[src/rtl/bprd_pkg.sv]
`default_nettype none
package bprd_pkg;

   // largest occupied count that a record may carry
   localparam int MAX_PIECES = 32;

   // output queue, sized so two results can always be pushed after a check
   localparam int QUEUE_DEPTH = 4;
   localparam int QUEUE_PTR_W = $clog2(QUEUE_DEPTH);
   localparam int QUEUE_LVL_W = $clog2(QUEUE_DEPTH + 1);

   localparam logic [1:0] KIND_PIECE    = 2'd0;
   localparam logic [1:0] KIND_SUMMARY  = 2'd1;
   localparam logic [1:0] KIND_TRUNC    = 2'd2;
   localparam logic [1:0] KIND_TOO_MANY = 2'd3;

   typedef struct packed {
      logic [7:0] data_byte;
      logic       end_marker;
   } req_type;

   typedef struct packed {
      logic [1:0]        item_kind;
      logic [5:0]        square_index;
      logic [2:0]        piece_kind;
      logic              piece_color;
      logic [4:0]        piece_number;
      logic              side_to_move;
      logic [6:0]        fifty_move_count;
      logic [6:0]        piece_total;
      logic signed [15:0] eval_score;
      logic [7:0]        game_result;
      logic              last;
   } rsp_type;

   // results produced by one decode step, first slot always used first
   typedef struct packed {
      logic push0;
      logic push1;
   } push_type;

   typedef struct packed {
      logic                   room;
      logic [QUEUE_LVL_W-1:0] level;
   } queue_status_type;

endpackage
`default_nettype wire

[src/rtl/bprd_queue.sv]
`default_nettype none
module bprd_queue
   import bprd_pkg::*;
(
   input  wire logic             clock,
   input  wire logic             reset,
   input  wire push_type         push,
   input  wire rsp_type          push_data0,
   input  wire rsp_type          push_data1,
   output queue_status_type      status,
   output logic                  rsp_valid,
   input  wire logic             rsp_stall,
   output rsp_type               rsp_data
);

   rsp_type                entry_ff [QUEUE_DEPTH];
   logic [QUEUE_PTR_W-1:0] head_ff, head_in;
   logic [QUEUE_PTR_W-1:0] tail_ff, tail_in;
   logic [QUEUE_LVL_W-1:0] level_ff, level_in;
   logic                   pop;
   logic [QUEUE_PTR_W-1:0] tail_next;

   assign rsp_valid = (level_ff != '0);
   assign rsp_data  = entry_ff[head_ff];
   assign pop       = rsp_valid && !rsp_stall;
   assign tail_next = tail_ff + QUEUE_PTR_W'(1);

   // room for two pushes regardless of a pop this cycle
   assign status.room  = (level_ff <= QUEUE_LVL_W'(QUEUE_DEPTH - 2));
   assign status.level = level_ff;

   always_comb begin
      head_in  = pop ? head_ff + QUEUE_PTR_W'(1) : head_ff;
      tail_in  = tail_ff + QUEUE_PTR_W'(push.push0) + QUEUE_PTR_W'(push.push1);
      level_in = level_ff + QUEUE_LVL_W'(push.push0) + QUEUE_LVL_W'(push.push1)
                 - QUEUE_LVL_W'(pop);
   end

   always_ff @(posedge clock) begin
      if (reset) begin
         head_ff  <= '0;
         tail_ff  <= '0;
         level_ff <= '0;
      end else begin
         head_ff  <= head_in;
         tail_ff  <= tail_in;
         level_ff <= level_in;
      end
      if (push.push0) begin
         entry_ff[tail_ff] <= push_data0;
      end
      if (push.push1) begin
         entry_ff[tail_next] <= push_data1;
      end
   end

endmodule
`default_nettype wire

[src/rtl/bprd_decode.sv]
`default_nettype none
module bprd_decode
   import bprd_pkg::*;
(
   input  wire logic    clock,
   input  wire logic    reset,
   input  wire logic    step,
   input  wire req_type item,
   output push_type     push,
   output rsp_type      rsp0,
   output rsp_type      rsp1
);

   typedef enum logic [2:0] {
      PH_OCC,
      PH_TURN,
      PH_PIECES,
      PH_SCORE,
      PH_RESULT
   } phase_type;

   phase_type   phase_ff, phase_in;
   logic [2:0]  bif_ff, bif_in;
   logic [63:0] occ_ff, occ_in;
   logic        turn_ff, turn_in;
   logic [6:0]  clock50_ff, clock50_in;
   logic [6:0]  count_ff, count_in;
   logic [6:0]  done_ff, done_in;
   logic [15:0] score_ff, score_in;
   logic [7:0]  outcome_ff, outcome_in;
   logic        halted_ff, halted_in;

   logic [7:0]  b;
   logic [63:0] occ_base, occ_lane, occ1, occ2;
   logic [6:0]  count_acc;
   logic [5:0]  sq0, sq1;
   logic [6:0]  done1, done2;
   logic        has_second;

   function automatic logic [3:0] popcount8(input logic [7:0] v);
      logic [3:0] n;
      n = '0;
      for (int i = 0; i < 8; i++) begin
         n = n + 4'(v[i]);
      end
      return n;
   endfunction

   // isolate lowest set bit, then encode the one-hot word
   function automatic logic [5:0] lowest_bit(input logic [63:0] v);
      logic [63:0] one;
      logic [5:0]  idx;
      one = v & (~v + 64'd1);
      idx = '0;
      for (int i = 0; i < 64; i++) begin
         idx = idx | ({6{one[i]}} & 6'(i));
      end
      return idx;
   endfunction

   assign b          = item.data_byte;
   assign occ_base   = (bif_ff == 3'd0) ? 64'd0 : occ_ff;
   assign occ_lane   = occ_base | ({56'd0, b} << {bif_ff, 3'b000});
   assign count_acc  = ((bif_ff == 3'd0) ? 7'd0 : count_ff) + {3'd0, popcount8(b)};
   assign occ1       = occ_ff & (occ_ff - 64'd1);
   assign occ2       = occ1 & (occ1 - 64'd1);
   assign sq0        = lowest_bit(occ_ff);
   assign sq1        = lowest_bit(occ1);
   assign done1      = done_ff + 7'd1;
   assign done2      = done_ff + 7'd2;
   assign has_second = (done1 < count_ff);

   always_comb begin
      phase_in   = phase_ff;
      bif_in     = bif_ff;
      occ_in     = occ_ff;
      turn_in    = turn_ff;
      clock50_in = clock50_ff;
      count_in   = count_ff;
      done_in    = done_ff;
      score_in   = score_ff;
      outcome_in = outcome_ff;
      halted_in  = halted_ff;
      push       = '0;
      rsp0       = '0;
      rsp1       = '0;

      if (step && !halted_ff) begin
         if (item.end_marker) begin
            // end marker between records is silent
            if (!(phase_ff == PH_OCC && bif_ff == 3'd0)) begin
               push.push0     = 1'b1;
               rsp0.item_kind = KIND_TRUNC;
               rsp0.last      = 1'b1;
               halted_in      = 1'b1;
            end
         end else begin
            unique case (phase_ff)
               PH_OCC: begin
                  occ_in   = occ_lane;
                  count_in = count_acc;
                  bif_in   = bif_ff + 3'd1;
                  if (bif_ff == 3'd7) begin
                     bif_in  = 3'd0;
                     done_in = 7'd0;
                     if (count_acc > 7'(MAX_PIECES)) begin
                        push.push0       = 1'b1;
                        rsp0.item_kind   = KIND_TOO_MANY;
                        rsp0.piece_total = count_acc;
                        rsp0.last        = 1'b1;
                        halted_in        = 1'b1;
                     end else begin
                        phase_in = PH_TURN;
                     end
                  end
               end
               PH_TURN: begin
                  turn_in    = b[0];
                  clock50_in = b[7:1];
                  phase_in   = (count_ff == 7'd0) ? PH_SCORE : PH_PIECES;
                  bif_in     = 3'd0;
               end
               PH_PIECES: begin
                  push.push0        = 1'b1;
                  rsp0.item_kind    = KIND_PIECE;
                  rsp0.square_index = sq0;
                  rsp0.piece_kind   = b[3:1];
                  rsp0.piece_color  = b[0];
                  rsp0.piece_number = done_ff[4:0];
                  rsp0.last         = !has_second;
                  occ_in            = occ1;
                  done_in           = done1;
                  if (has_second) begin
                     push.push1        = 1'b1;
                     rsp1.item_kind    = KIND_PIECE;
                     rsp1.square_index = sq1;
                     rsp1.piece_kind   = b[7:5];
                     rsp1.piece_color  = b[4];
                     rsp1.piece_number = done1[4:0];
                     rsp1.last         = 1'b1;
                     occ_in            = occ2;
                     done_in           = done2;
                  end
                  if ((has_second ? done2 : done1) >= count_ff) begin
                     phase_in = PH_SCORE;
                     bif_in   = 3'd0;
                  end
               end
               PH_SCORE: begin
                  if (bif_ff == 3'd0) begin
                     score_in = {8'd0, b};
                  end else if (bif_ff == 3'd1) begin
                     score_in = {b, score_ff[7:0]};
                  end
                  bif_in = bif_ff + 3'd1;
                  if (bif_ff == 3'd3) begin
                     bif_in   = 3'd0;
                     phase_in = PH_RESULT;
                  end
               end
               PH_RESULT: begin
                  if (bif_ff == 3'd0) begin
                     outcome_in = b;
                  end
                  bif_in = bif_ff + 3'd1;
                  if (bif_ff == 3'd3) begin
                     push.push0            = 1'b1;
                     rsp0.item_kind        = KIND_SUMMARY;
                     rsp0.side_to_move     = turn_ff;
                     rsp0.fifty_move_count = clock50_ff;
                     rsp0.piece_total      = count_ff;
                     rsp0.eval_score       = score_ff;
                     rsp0.game_result      = (bif_ff == 3'd0) ? b : outcome_ff;
                     rsp0.last             = 1'b1;
                     bif_in                = 3'd0;
                     phase_in              = PH_OCC;
                  end
               end
               default: begin
                  phase_in = PH_OCC;
               end
            endcase
         end
      end
   end

   always_ff @(posedge clock) begin
      if (reset) begin
         phase_ff   <= PH_OCC;
         bif_ff     <= '0;
         occ_ff     <= '0;
         turn_ff    <= 1'b0;
         clock50_ff <= '0;
         count_ff   <= '0;
         done_ff    <= '0;
         score_ff   <= '0;
         outcome_ff <= '0;
         halted_ff  <= 1'b0;
      end else begin
         phase_ff   <= phase_in;
         bif_ff     <= bif_in;
         occ_ff     <= occ_in;
         turn_ff    <= turn_in;
         clock50_ff <= clock50_in;
         count_ff   <= count_in;
         done_ff    <= done_in;
         score_ff   <= score_in;
         outcome_ff <= outcome_in;
         halted_ff  <= halted_in;
      end
   end

endmodule
`default_nettype wire

[src/rtl/bitboard_position_record_decoder.sv]
// flow: an accepted item waits in the input register until the output queue has room
// for two results; it is then decoded and its results are queued and offered on rsp_
// throughput: one byte per cycle while the output queue has room; a piece byte gives up to
// two results and the single-read output queue then sets the pace at one result per cycle
// reset: synchronous, clears decoder state, input valid flag and output queue
`default_nettype none
module bitboard_position_record_decoder
   import bprd_pkg::*;
(
   input  wire logic    clock,
   input  wire logic    reset,
   input  wire logic    req_valid,
   output logic         req_stall,
   input  wire req_type req_data,
   output logic         rsp_valid,
   input  wire logic    rsp_stall,
   output rsp_type      rsp_data
);

   logic             in_valid_ff, in_valid_in;
   req_type          in_data_ff;
   logic             accept;
   logic             step;
   push_type         push;
   rsp_type          rsp0, rsp1;
   queue_status_type status;

   assign step      = in_valid_ff && status.room;
   assign req_stall = in_valid_ff && !status.room;
   assign accept    = req_valid && !req_stall;

   always_comb begin
      in_valid_in = in_valid_ff;
      if (accept) begin
         in_valid_in = 1'b1;
      end else if (step) begin
         in_valid_in = 1'b0;
      end
   end

   always_ff @(posedge clock) begin
      if (reset) begin
         in_valid_ff <= 1'b0;
      end else begin
         in_valid_ff <= in_valid_in;
      end
      if (accept) begin
         in_data_ff <= req_data;
      end
   end

   bprd_decode u_decode (
      .clock (clock),
      .reset (reset),
      .step  (step),
      .item  (in_data_ff),
      .push  (push),
      .rsp0  (rsp0),
      .rsp1  (rsp1)
   );

   bprd_queue u_queue (
      .clock      (clock),
      .reset      (reset),
      .push       (push),
      .push_data0 (rsp0),
      .push_data1 (rsp1),
      .status     (status),
      .rsp_valid  (rsp_valid),
      .rsp_stall  (rsp_stall),
      .rsp_data   (rsp_data)
   );

`ifndef NO_ASSERTIONS
   a_queue_bound: assert property (@(posedge clock) disable iff (reset)
      status.level <= QUEUE_LVL_W'(QUEUE_DEPTH))
      else $error("output queue overflow");

   a_push_order: assert property (@(posedge clock) disable iff (reset)
      push.push1 |-> push.push0)
      else $error("second result pushed without first");

   a_held_item: assert property (@(posedge clock) disable iff (reset)
      in_valid_ff && !step |=> in_valid_ff && $stable(in_data_ff))
      else $error("waiting input item lost or changed");

   a_error_last: assert property (@(posedge clock) disable iff (reset)
      rsp_valid && (rsp_data.item_kind == KIND_TRUNC ||
                    rsp_data.item_kind == KIND_TOO_MANY) |-> rsp_data.last)
      else $error("error item not marked last");
`endif

endmodule
`default_nettype wire
[config.mk]
export PLATFORM = sky130hd
export DESIGN_NAME = bitboard_position_record_decoder
export DESIGN_NICKNAME = d
export VERILOG_FILES = /design/src/rtl/bprd_pkg.sv /design/src/rtl/bprd_queue.sv /design/src/rtl/bprd_decode.sv /design/src/rtl/bitboard_position_record_decoder.sv
export SDC_FILE = /design/constraint.sdc
export NUM_CORES = 1
export LEC_CHECK = 0
export CAP_MARGIN = 20
export CORE_MARGIN = 5
export CORE_UTILIZATION = 55
export CTS_BUF_LIST = sky130_fd_sc_hd__clkbuf_16
export CTS_CLUSTER_SIZE = 24
export DETAILED_ROUTE_END_ITERATION = 8
export DONT_BUFFER_PORTS = 1
export PLACE_DENSITY = 0.7
export RECOVER_POWER = 100
export SETUP_SLACK_MARGIN = 0.4
export SLEW_MARGIN = 20
export SYNTH_ARGS = -nofsm -noshare
export SYNTH_HDL_FRONTEND = slang
export SYNTH_SLANG_ARGS = --single-unit
[constraint.sdc]
create_clock -name clock -period 18.7 [get_ports clock]
set_input_delay 1.87 -clock clock [delete_from_list [all_inputs] [get_ports clock]]
set_output_delay 1.87 -clock clock [all_outputs]
set_load 0.02 [all_outputs]
Word-level counts from Yosys, hierarchy flattened
Memory sizes are Yosys's and may differ from the RTL's. A register that Yosys moved wholly into a read port is not among the register bits. Cells that the tools add are included.

Flip-flop bits (word level): 134. RAM bits: 228. Input port bits: 13. Output and inout bits: 59. Logic and storage cells: 289. Memories: 1.

$add $sub $neg: 22. Order comparisons: 4. Eq/ne operators: 13. Shift operators: 1. Multiplexer cells: 66. Bitwise operators: 132. Reductions and logical operators: 33.

Memories: u_queue.entry_ff (words 4, bits a word 57, rd ports 1, clocked after Yosys merged registers in 1, write ports 2, line bprd_queue.sv:16) `rsp_type entry_ff [QUEUE_DEPTH];`.

Operators by type and width (count): 6-bit OR (64); 64-bit bitwise AND (4); 6-bit by 5-bit OR with 6-bit output (32); 64-bit by 1-bit adder with 64-bit output, second input constant (2); 64-bit two-way mux (2); 64-bit inverter (2); 64-bit case mux with 2 select lines (1); 64-bit by 1-bit subtractor with 64-bit output, second input constant (2); 6-bit by 4-bit OR with 6-bit output (16); 15-bit two-way mux (5); 64-bit OR (1); 8-bit by 6-bit << shifter with 64-bit output (1); 57-bit two-way mux (1); 54-bit two-way mux (1); 6-bit by 3-bit OR with 6-bit output (8); 40-bit two-way mux (1); 7-bit two-way mux (5); 16-bit two-way mux (2); 7-bit case mux with 2 select lines (2); 4-bit by 1-bit adder with 4-bit output (6); 24-bit two-way mux (1); 3-bit two-way mux (8); 1-bit two-way mux (23); 8-bit two-way mux (2); 38 further kinds (79).

Depth between registers and ports, before layout
Gate-level depths: netlist of run 1.

Depth after elaboration: 71. Mapped depth: 25. Gate-level depth less buffers: 23.

Cells and area by module
A second synthesis of run 1 with hierarchy kept.

Cells, all modules: 2221. Area total of the unflattened synthesis: 23074.6 um^2.

Modules (own cells, without submodules): bprd_queue (times used 1, cells an instance 601, area an instance 11526.1 um^2, seq. area each 7026.7 um^2); bprd_decode (times used 1, cells an instance 1606, area an instance 11222.0 um^2, seq. area each 2342.2 um^2); bitboard_position_record_decoder (times used 1, cells an instance 14, area an instance 326.6 um^2, seq. area each 290.3 um^2).

Worst setup path before layout of run 1
No wires, ideal clock.

Kind: register -> register. Start point: reg in_data_ff[5] (netlist name). End point: mem u_queue.entry_ff[0][0] (netlist name) (enable). Setup time: 0.369 ns. Data arrival time: 5.983 ns. Data required time: 18.331 ns. Slack: 12.348 ns. Stages on the path, launching flop included: 21. Buffers on the path: 4. Clock period less this slack: 6.352 ns. Cells stage by stage: edfxtp_1 clkbuf_1 inv_1 fa_1 fa_1 fa_1 fa_1 xnor2_1 ha_1 nor2b_1 o21ai_0 nand3_1 a2111oi_0 o22ai_1 and3_1 buf_2 o41ai_2 or3_1 buf_2 buf_1 nand2_1.

RTL lines: start, declared (line bitboard_position_record_decoder.sv:21) `req_type in_data_ff;`; start signal, assigned (line bitboard_position_record_decoder.sv:48) `in_data_ff <= req_data;`; end, declared (line bprd_queue.sv:16).

==> results of run 1 <==
==> registers in the layout, summed over array words and instances (netlist names), 2 cells and up, named ones only <==
signal / count
u_decode.score_ff: 16
u_decode.clock50_ff: 7
u_queue.head_ff: 2
u_decode.count_ff: 7
u_decode.phase_ff: 3
u_decode.bif_ff: 3
u_decode.outcome_ff: 8
u_decode.occ_ff: 64
u_decode.done_ff: 7
u_queue.level_ff: 3
u_queue.entry_ff: 228
u_queue.tail_ff: 2
in_data_ff: 9
==> through the flow <==
stage	total power [W]	util	worst slack (ns)
detailed placement	0.001412	0.5646	10.73
finish	0.002241	0.5995	6.769
floorplan	0.001255	-	12.35
CTS	0.002247	0.6027	10.65
global placement	0.001410	0.5642	10.94
global route	0.002330	0.5995	6.052
==> power groups by stage <==
stage / logic, W / registers (W) / clock network, W
detailed placement: 0.000545 / 0.000867 / 0
global placement: 0.000544 / 0.000866 / 0
global route: 0.000593 / 0.000855 / 0.000883
CTS: 0.000547 / 0.000850 / 0.000849
floorplan: 0.000413 / 0.000842 / 0
finish: 0.000554 / 0.000851 / 0.000836
==> final cells by class <==
| cell class | count | area share |
|---|---|---|
| Antenna cell | 2 | 0.0002270 |
| Clock inverter | 34 | 0.01804 |
| Multi-Input combinational cell | 1804 | 0.5247 |
| Clock buffer | 40 | 0.04539 |
| Timing Repair Buffer | 36 | 0.01021 |
| Inverter | 65 | 0.01106 |
| Sequential cell | 364 | 0.3638 |
| Tap cell | 468 | 0.02655 |
==> routing by layer <==
layer / up-vias / track usage
met1: 9210 / 0.4461
met2: 1133 / 0.5434
met4: 0 / 0.1638
met3: 224 / 0.05041
met5: - / 0
li1: 8722 / -
==> worst paths after layout <==
| check | startpoint | end | slack (ns) | cells after the start |
|---|---|---|---|---|
| worst max-delay path | in_data_ff[1] | u_queue.entry_ff[0][40] | 6.77 | 18 |
| worst max register to register | in_data_ff[1] | u_queue.entry_ff[0][40] | 6.77 | 18 |
| worst min-delay path | u_queue.entry_ff[2][29] | u_queue.entry_ff[2][29] | 0.45 | 2 |
| worst min register to register | u_queue.entry_ff[2][29] | u_queue.entry_ff[2][29] | 0.45 | 2 |
==> cell usage after synthesis, types with 7 or more instances <==
master and count:
a211oi_1 30, a21o_1 14, a21oi_1 177, a22o_1 41
a22oi_1 19, a311oi_1 14, a31oi_1 36, a32oi_1 8
and2_1 18, and3_1 12, buf_1 16, buf_2 27
clkbuf_1 127, dfxtp_1 291, edfxtp_1 73, fa_1 8
ha_1 31, inv_1 64, mux2i_1 19, mux4_2 57
nand2_1 312, nand2b_1 13, nand3_1 59, nand4_1 25
nor2_1 283, nor2b_1 14, nor3_1 69, nor4_1 39
nor4_2 11, o211ai_1 11, o21a_1 12, o21ai_0 162
o21ai_1 9, o22ai_1 59, o31a_1 7, o31ai_1 29
or2_2 16, or3_1 15, or4_1 17, xnor2_1 11
xor2_1 9
==> worst max-delay path, delay by kind of cell, from the launching register on <==
kind / cells / cell delay, ns
buf+inv: 2 / 2.90
simple gates: 5 / 2.53
fa+ha+maj: 6 / 2.40
compound gates: 4 / 2.34
flops: 1 / 0.92
xor+xnor: 1 / 0.14
==> logic make-up (layout without fill, tap and decap cells) <==
logic type | after synthesis | in the layout | synth area share
flip-flops | 364 | 364 | 0.3894
buffers and inverters | 242 | 175 | 0.04752
AND/OR/NAND/NOR | 959 | 959 | 0.2299
other | 0 | 2 | 0
AO/OA/AOI/OAI | 702 | 702 | 0.2225
multiplexers | 78 | 78 | 0.07268
adder cells (fa/ha/maj) | 45 | 45 | 0.02953
XOR/XNOR | 20 | 20 | 0.008508
==> metrics.cfg, run 1 <==
[floorplan]
die_area_um2=41410
coreArea_um2=36790
rows=70
initial_core_util=0.5597
io_pins=72
die_x_um=203.5
die_height_um=203.5

[route]
first_pass_iters=6
met2_length_mm=33.19
highest_layer=met4
vias=19289
drtAntennaViolNets=0
wl_per_cell_um=25.57
wl_met3_mm=6.654
wl_met1_mm=28.36
drt_wl_total_mm=71.94
drtIter0Drc=2199
post-route-drc-count=0
viasPerCell=6.857

[global_route]
grt_pass1_vias=18529
grt-ovfl-total=0
grt_max_degree=118
grt_pass1_wl_mm=110.3
track_usage=0.3367
antenna_found_initial=2

[synthesis]
synthArstFlopShare=0
ys_warn_count=0
synth_area_leaders=dfxtp_1 (28%), edfxtp_1 (11%), mux4_2 (6.2%)
synth_enable_flop_cells=73
synth_cell_types=103
ys_ff_latch=364
synth_top_area_frac=0.2829
syn_nets=2462
synth-main-ff-cell=dfxtp_1
synth_top_area_cell=dfxtp_1
syn_area_um2=20590
ys_seq_area_frac=0.3894
syn_area_per_cell_um2=8.543
synth_cells=2410

[clock_network]
cts_made_buffers=40
htreeDepth=2
clock-root-buffer=clkbuf_16
clkLatencyLatePin_ns=0.57
cts_resized=0
cts.clk_slew.worst_paths_ns=0.06
clockBufferDepth=3
cts_sinks=364
cts_tree=yes
cts_hold_buf=0
postCtsSetupBuffers=0

[final_layout]
layoutNonFillerInstCount=2813
multi_input_area_um2=11570
area_growth_pct=7.097
drive_above_1_share=0.09432
final_cell_mix=nand2_1 (313), dfxtp_1 (290), nor2_1 (279), a21oi_1 (177), o21ai_0 (163)
nNetsFinal=2363
seq_area_um2=8021
fin_area_um2=22050
fill_cells=3261
layout_commonest_cell=nand2_1

[power_and_ir_drop]
p_comb_frac=0.247
switchingPower_w=0.0007537
power_frac_seq=0.380
switching_share=0.3363
ir_drop_uv=65.38
p_clk_frac=0.373
internal_power_w=0.001487
p_per_area_nw_per_um2=101.6
p_leak_nw=7.992

[sta]
clock.fmax_mhz=83.81
slew_violations=499
rsz0062_at_grt=no
holdWs_ns=0.4491
period_needed_ns=11.93
worst_pin_slew_ns=4.038
maxSlewHeadroom=-1.692
finalCritPeriodShare=0.6380
fin_tns_setup_ns=0
final_hold_viol_count=0
setup_viol=0
fin_worst_skew_ns=0.02758

[setup_path]
critical_path_class=flip-flop to flip-flop
cp_cell_sequence=ha_1 > inv_1 > fa_1 > fa_1 > fa_1 > fa_1 > xnor2_1 > ha_1 > nor2b_1 > o21ai_0 > nand3_1 > a2111oi_0 > o22ai_1 > and3_1 > o41ai_1 > or3_2 > clkbuf_1 > nand2_1
cp-start-kind=flip-flop
critPathCaptureType=flip-flop
cp_common_cell=fa_1
crit_path_max_incr_delay_ns=2.82
critical_path.max_fanout=84
worstPathArrival_ns=11.85
cp_data_required_time_ns=18.62
slowest_stage=clkbuf_1

[placed_design]
post-dp-hpwl_mm=48.87
place_inst=2736
portBuffers=0
gp_congestion=0.9953
place_area_um2=20770

[run_status]
violations=max-capacitance violations, max-slew violations
status=finished, violations left

[run]
drv_cap=11

[min_path]
hp-class=flip-flop to flip-flop

Power figures use the tool's default switching activity.
==> run 2: changes to the inputs <==
- clock period: 18.7 -> 12 ns (I/O delays scaled with it)
==> run 2 against run 1 <==
Compared with the run above:
- the run still ends with max-capacitance violations, max-slew violations left
- critical endpoint is now u_queue.entry_ff[1][36]
- global-route usage up 0.53 points
- sequential power up 56%
- combinational power up 58%
- first-iteration DRC count down 1.8%
- wire length up 1.3%
==> metrics.cfg, run 2 (synthesis gave the netlist of run 1 again) <==
[run_status]
status=finished, violations left
violations=max-capacitance violations, max-slew violations

[power_and_ir_drop]
p_clk_frac=0.360  ; -0.013
switchingPower_w=0.001172  ; +55%
internal_power_w=0.002269  ; +53%
p_comb_frac=0.255  ; +0.008
p_leak_nw=7.960  ; -0.40%
ir_drop_uv=114.1  ; +74%
p_per_area_nw_per_um2=156.4  ; +54%
switching_share=0.3405  ; +0.004207
power_frac_seq=0.385  ; +0.005

[run]
drv_cap=7  ; -4

[setup_path]
cp_common_cell=fa_1
slowest_stage=clkbuf_1
cp_cell_sequence=ha_1 > inv_1 > fa_1 > fa_1 > fa_1 > fa_1 > xnor2_1 > ha_1 > nor2b_1 > o21ai_0 > nand3_1 > a2111oi_0 > o22ai_1 > and3_1 > o41ai_1 > nor2_1 > nor2_4 > clkbuf_1 > nand2_1 > o21ai_0
critPathCaptureType=flip-flop
critPathTopFamily=compound AO/OA/AOI/OAI gates
critical_path_class=flip-flop to flip-flop
crit_path_max_incr_delay_ns=1.69  ; -1.13 ns
worst-path-buf-inv=2  ; unchanged
worstPathArrival_ns=9.96  ; -1.89 ns
critical_path.max_fanout=41  ; -51%
cp-start-kind=flip-flop
cp_data_required_time_ns=12.49  ; -6.13 ns
r2r_setup_slack_ns=2.53  ; -4.24 ns

[sta]
clock.fmax_mhz=105.6  ; +26%
maxSlewHeadroom=-1.519  ; +0.1729
finalCritPeriodShare=0.7893  ; +0.1513
fin_worst_skew_ns=0.02430  ; -0.003281 ns
setup_viol=0  ; unchanged
slew_violations=292  ; -41%
period_needed_ns=9.472  ; -2.459 ns
worst_pin_slew_ns=3.778  ; -0.2593 ns
final_hold_viol_count=0  ; unchanged
rsz0062_at_grt=no
fin_tns_setup_ns=0  ; unchanged
holdWs_ns=0.4505  ; +0.001385 ns

[route]
vias=19549  ; +1.3%
drt_wl_total_mm=72.90  ; +1.3%
wl_per_cell_um=25.97  ; +1.6%
first_pass_iters=6  ; unchanged
drtIter0Drc=2160  ; -1.8%
wl_met3_mm=6.962  ; +4.6%
post-route-drc-count=0  ; unchanged
viasPerCell=6.964  ; +1.6%
wl_met1_mm=28.40  ; +0.16%
drtAntennaViolNets=0  ; unchanged
highest_layer=met4
met2_length_mm=33.40  ; +0.65%

[clock_network]
cts_tree=yes
cts_made_buffers=40  ; unchanged
clockBufferDepth=3  ; unchanged
postCtsSetupBuffers=0  ; unchanged
htreeDepth=2  ; unchanged
clkLatencyLatePin_ns=0.57  ; about the same
cts_resized=0  ; unchanged
cts_hold_buf=0  ; unchanged
cts_sinks=364  ; unchanged
clock-root-buffer=clkbuf_16
cts.clk_slew.worst_paths_ns=0.06  ; about the same

[floorplan]
coreArea_um2=36790  ; unchanged
die_area_um2=41410  ; unchanged
die_height_um=203.5  ; unchanged
io_pins=72  ; unchanged
rows=70  ; unchanged
die_x_um=203.5  ; unchanged
initial_core_util=0.5597  ; unchanged

[global_route]
track_usage=0.3420  ; +0.005335
grt-ovfl-total=0  ; unchanged
grt_pass1_wl_mm=111.3  ; +0.89%
antenna_found_initial=2  ; unchanged
grt_pass1_vias=18524  ; -0.027%
grt_max_degree=118  ; unchanged

[placed_design]
portBuffers=0  ; unchanged
post-dp-hpwl_mm=49.34  ; +0.95%
place_inst=2733  ; -0.11%
gp_congestion=1.000  ; +0.49%
place_area_um2=20740  ; -0.13%

[final_layout]
largest_register=u_queue.entry_ff
drive_above_1_share=0.09371  ; -0.0006136
fill_cells=3252  ; -0.28%
multi_input_area_um2=11620  ; +0.41%
largest_registers=u_queue.entry_ff x228, u_decode.occ_ff x64, u_decode.score_ff x16
nNetsFinal=2359  ; -0.17%
fin_area_um2=22000  ; -0.24%
largest_register_ffs=228  ; unchanged
layoutNonFillerInstCount=2807  ; -0.21%
final_cell_mix=nand2_1 (312), dfxtp_1 (290), nor2_1 (277), a21oi_1 (177), o21ai_0 (163)
seq_area_um2=8021  ; unchanged
area_growth_pct=6.836
layout_commonest_cell=nand2_1

[min_path]
hp-class=flip-flop to flip-flop

## run 2: changes by cell type in the layout (fill, tap and decap cells not counted), moves of 3 or more
| cell | delta |
|---|---|
| clkinv_2 | -4 |
| bufinv_16 | -4 |
| o22ai_2 | -4 |
| o22ai_1 | +4 |
| inv_6 | +4 |
| clkinvlp_4 | -4 |
| clkinv_1 | +7 |
| clkbuf_1 | -4 |
| clkbuf_16 | +3 |
## run 2: layout make-up
cell class | instances | share of cell area
sequential | 364 | 0.3647
antenna | 2 | 0.0002275
timing repair buffer | 32 | 0.009556
tap | 468 | 0.02662
multi-input combinational | 1804 | 0.5282
inverter | 65 | 0.01109
clock inverter | 29 | 0.01075
clock buffer | 43 | 0.04892
## run 2: power by group through the flow
stage	Sequential [W]	Combinational, W	Clock [W]
after global placement	0.00135	0.000855	0
after global routing	0.00133	0.000930	0.00131
after floorplan	0.00131	0.000644	0
final	0.00133	0.000876	0.00124
after detailed placement	0.00135	0.000854	0
after CTS	0.00133	0.000857	0.00126
## run 2: per-stage QoR
step                      utilization  total power, W  setup slack, ns
final                          0.5980        0.003441            2.528
after CTS                      0.5996        0.003437            4.169
after global routing           0.5980        0.003567            1.923
after detailed placement       0.5639        0.002206            4.229
after floorplan                     -        0.001957            5.648
after global placement         0.5638        0.002205            4.404
## run 2: worst paths after layout
kind | cells after the start | to | startpoint
max | 20 | u_queue.entry_ff[1][36] | in_data_ff[1]
max reg2reg | 20 | u_queue.entry_ff[1][36] | in_data_ff[1]
min | 2 | u_queue.entry_ff[3][16] | u_queue.entry_ff[3][16]
min reg2reg | 2 | u_queue.entry_ff[3][16] | u_queue.entry_ff[3][16]
## run 2: routing by layer
metal  global-route usage  vias up
li1                     -     8725
met1               0.4469     9424
met2               0.5498     1175
met3              0.06138      225
met4               0.1703        0
met5                    0        -
## run 2: worst register-to-register path, cell delays in order (launching register included)
cell,delay [ns]
edfxtp_1,0.85
ha_1,0.36
inv_1,0.07
fa_1,0.42
fa_1,0.46
fa_1,0.42
fa_1,0.40
xnor2_1,0.14
ha_1,0.34
nor2b_1,0.15
o21ai_0,0.38
nand3_1,0.14
a2111oi_0,0.48
o22ai_1,0.18
and3_1,0.32
o41ai_1,1.23
nor2_1,0.72
nor2_4,0.25
clkbuf_1,1.69
nand2_1,0.21
o21ai_0,0.17
==> run 3: changes to the inputs <==
- PLACE_DENSITY: 0.7 -> 0.73
- clock period: 12 -> 8.6 ns (I/O delays scaled with it)
==> run 3 against run 2 <==
Compared with the run above:
- the flow still finishes with violations (max-capacitance violations, max-slew violations)
- critical path depth unchanged
- sequential power grew 40%
- hold slack worse by 0.063 ns
- core utilization fell by 0.12 points
- clock-buffer cell count down 3
- design area shrank 0.19%
- critical endpoint is now u_queue.entry_ff[0][42]
==> metrics.cfg, run 3 (synthesis gave the netlist of run 1 again) <==
[run]
drv_cap=5  ; -2

[setup_path]
cp_data_required_time_ns=8.87  ; -3.62 ns
ff2ff_path_depth=20  ; unchanged
critical_path.max_fanout=83  ; +100%
startpoint=in_data_ff[2]
worst-path-buf-inv=2  ; unchanged
crit_path_max_incr_delay_ns=1.05  ; -0.64 ns
cp_cell_sequence=ha_1 > inv_1 > fa_1 > fa_1 > fa_1 > fa_1 > xnor2_1 > ha_1 > nor2b_1 > o21ai_0 > nand3_1 > a2111oi_0 > o22ai_1 > and3_1 > o41ai_2 > or3_2 > clkbuf_4 > o22ai_1 > nand2_1 > o31ai_1
r2r_setup_slack_ns=0.83  ; -1.69 ns
critPathTopFamily=adder cells
critPathCaptureType=flip-flop
cp_common_cell=fa_1
r2r_start=in_data_ff[2]
cp-start-kind=flip-flop
worstReg2RegEnd=u_queue.entry_ff[0][42]
slowest_stage=edfxtp_1
worstPathArrival_ns=8.04  ; -1.92 ns
critical_path_class=flip-flop to flip-flop

[clock_network]
cts_sinks=364  ; unchanged
cts_hold_buf=0  ; unchanged
clock-root-buffer=clkbuf_16
htreeDepth=2  ; unchanged
cts.clk_slew.worst_paths_ns=0.06  ; about the same
cts_resized=0  ; unchanged
postCtsSetupBuffers=0  ; unchanged
cts_tree=yes
cts_made_buffers=40  ; unchanged
clkLatencyLatePin_ns=0.55  ; -0.02 ns
clockBufferDepth=3  ; unchanged

[final_layout]
final_cell_mix=nand2_1 (313), dfxtp_1 (289), nor2_1 (277), a21oi_1 (177), o21ai_0 (163)
largest_register_ffs=228  ; unchanged
drive_above_1_share=0.09510  ; +0.001386
area_growth_pct=6.630
nNetsFinal=2365  ; +0.25%
fill_cells=3230  ; -0.68%
largest_register=u_queue.entry_ff
seq_area_um2=8023  ; about the same
fin_area_um2=21950  ; -0.19%
multi_input_area_um2=11560  ; -0.54%
layoutNonFillerInstCount=2813  ; +0.21%
layout_commonest_cell=nand2_1
diodes=0  ; -2
largest_registers=u_queue.entry_ff x228, u_decode.occ_ff x64, u_decode.score_ff x16

[route]
vias=19283  ; -1.4%
first_pass_iters=6  ; unchanged
drtAntennaViolNets=0  ; unchanged
wl_per_cell_um=25.36  ; -2.4%
drtIter0Drc=2103  ; -2.6%
viasPerCell=6.855  ; -1.6%
drt_wl_total_mm=71.33  ; -2.2%
wl_met3_mm=6.534  ; -6.1%
highest_layer=met5
wl_met1_mm=28.06  ; -1.2%
post-route-drc-count=0  ; unchanged
met2_length_mm=32.67  ; -2.2%

[floorplan]
coreArea_um2=36790  ; unchanged
die_x_um=203.5  ; unchanged
rows=70  ; unchanged
initial_core_util=0.5597  ; unchanged
die_area_um2=41410  ; unchanged
io_pins=72  ; unchanged
die_height_um=203.5  ; unchanged

[global_route]
grt_pass1_vias=18345  ; -0.97%
grt_pass1_wl_mm=109.0  ; -2.1%
track_usage=0.3318  ; -0.01018
antenna_found_initial=1  ; -1
grt-ovfl-total=0  ; unchanged
grt_max_degree=118  ; unchanged

[placed_design]
dp_slack_ns=1.276  ; -2.953 ns
place_inst=2739  ; +0.22%
place_area_um2=20810  ; +0.32%
gp_congestion=0.9931  ; -0.71%
portBuffers=0  ; unchanged
post-dp-hpwl_mm=48.28  ; -2.2%

[run_status]
status=finished, violations left
violations=max-capacitance violations, max-slew violations

[power_and_ir_drop]
p_leak_nw=8.022  ; +0.78%
ir_drop_uv=127.3  ; +12%
p_per_area_nw_per_um2=216.8  ; +39%

[sta]
finalCritPeriodShare=0.9030  ; +0.1137
fin_tns_setup_ns=0  ; unchanged
clock.fmax_mhz=128.8  ; +22%
holdWs_ns=0.3874  ; -0.06311 ns
maxSlewHeadroom=-1.581  ; -0.06162
setup_viol=0  ; unchanged
fin_worst_skew_ns=0.01579  ; -0.008511 ns
setup_slack_ns=0.8340  ; -1.694 ns
worst_pin_slew_ns=3.871  ; +0.09244 ns
final_hold_viol_count=0  ; unchanged
period_needed_ns=7.766  ; -1.706 ns
rsz0062_at_grt=no
slew_violations=146  ; -50%

[min_path]
hp-start=reset
holdPathStages=1  ; -1
hp-class=input port to flip-flop
whs_endpoint=u_decode.occ_ff[6]

run 3: area by class of cell:
cell class | count | share of cell area
clock buffer | 40 | 0.04559
sequential | 364 | 0.3654
multi-input combinational | 1804 | 0.5264
clock inverter | 34 | 0.01305
timing repair buffer | 38 | 0.01180
tap | 468 | 0.02667
inverter | 65 | 0.01111
run 3: metal layers:
layer	GRT usage	vias to the layer above
met3	0.05851	225
li1	-	8719
met1	0.4374	9202
met2	0.5346	1135
met5	0	-
met4	0.1554	2
run 3: metrics by stage:
stage,total power (W),utilization
after global placement,0.003070,0.5653
after detailed placement,0.003070,0.5657
after floorplan,0.002730,-
after CTS,0.004755,0.6007
after global routing,0.004933,0.5968
final,0.004760,0.5968
run 3: worst register-to-register path: cells and delay by family, from the launching register on:
kind / cells / cell delay (ns)
DFF: 1 / 1.05
buffers and inverters: 2 / 0.87
adders and majority gates: 6 / 2.43
and+or+nand+nor: 5 / 0.96
xor gates and xnor gates: 1 / 0.14
AOI/OAI and AO/OA: 6 / 2.01
run 3: worst max-delay path by stage:
stage               cells past startpoint                      end
floorplan                              20   u_queue.entry_ff[0][0]
global placement                       21      u_queue.level_ff[2]
detailed placement                     21      u_queue.level_ff[2]
CTS                                    21      u_queue.level_ff[2]
global route                           20  u_queue.entry_ff[0][43]
finish                                 20  u_queue.entry_ff[0][42]
run 3: where the power goes:
group / internal [W] / switching, W / total (W)
clock network: 0.000974 / 0.000728 / 0.00170
logic: 0.000379 / 0.000823 / 0.00120
registers: 0.00178 / 0.0000781 / 0.00186
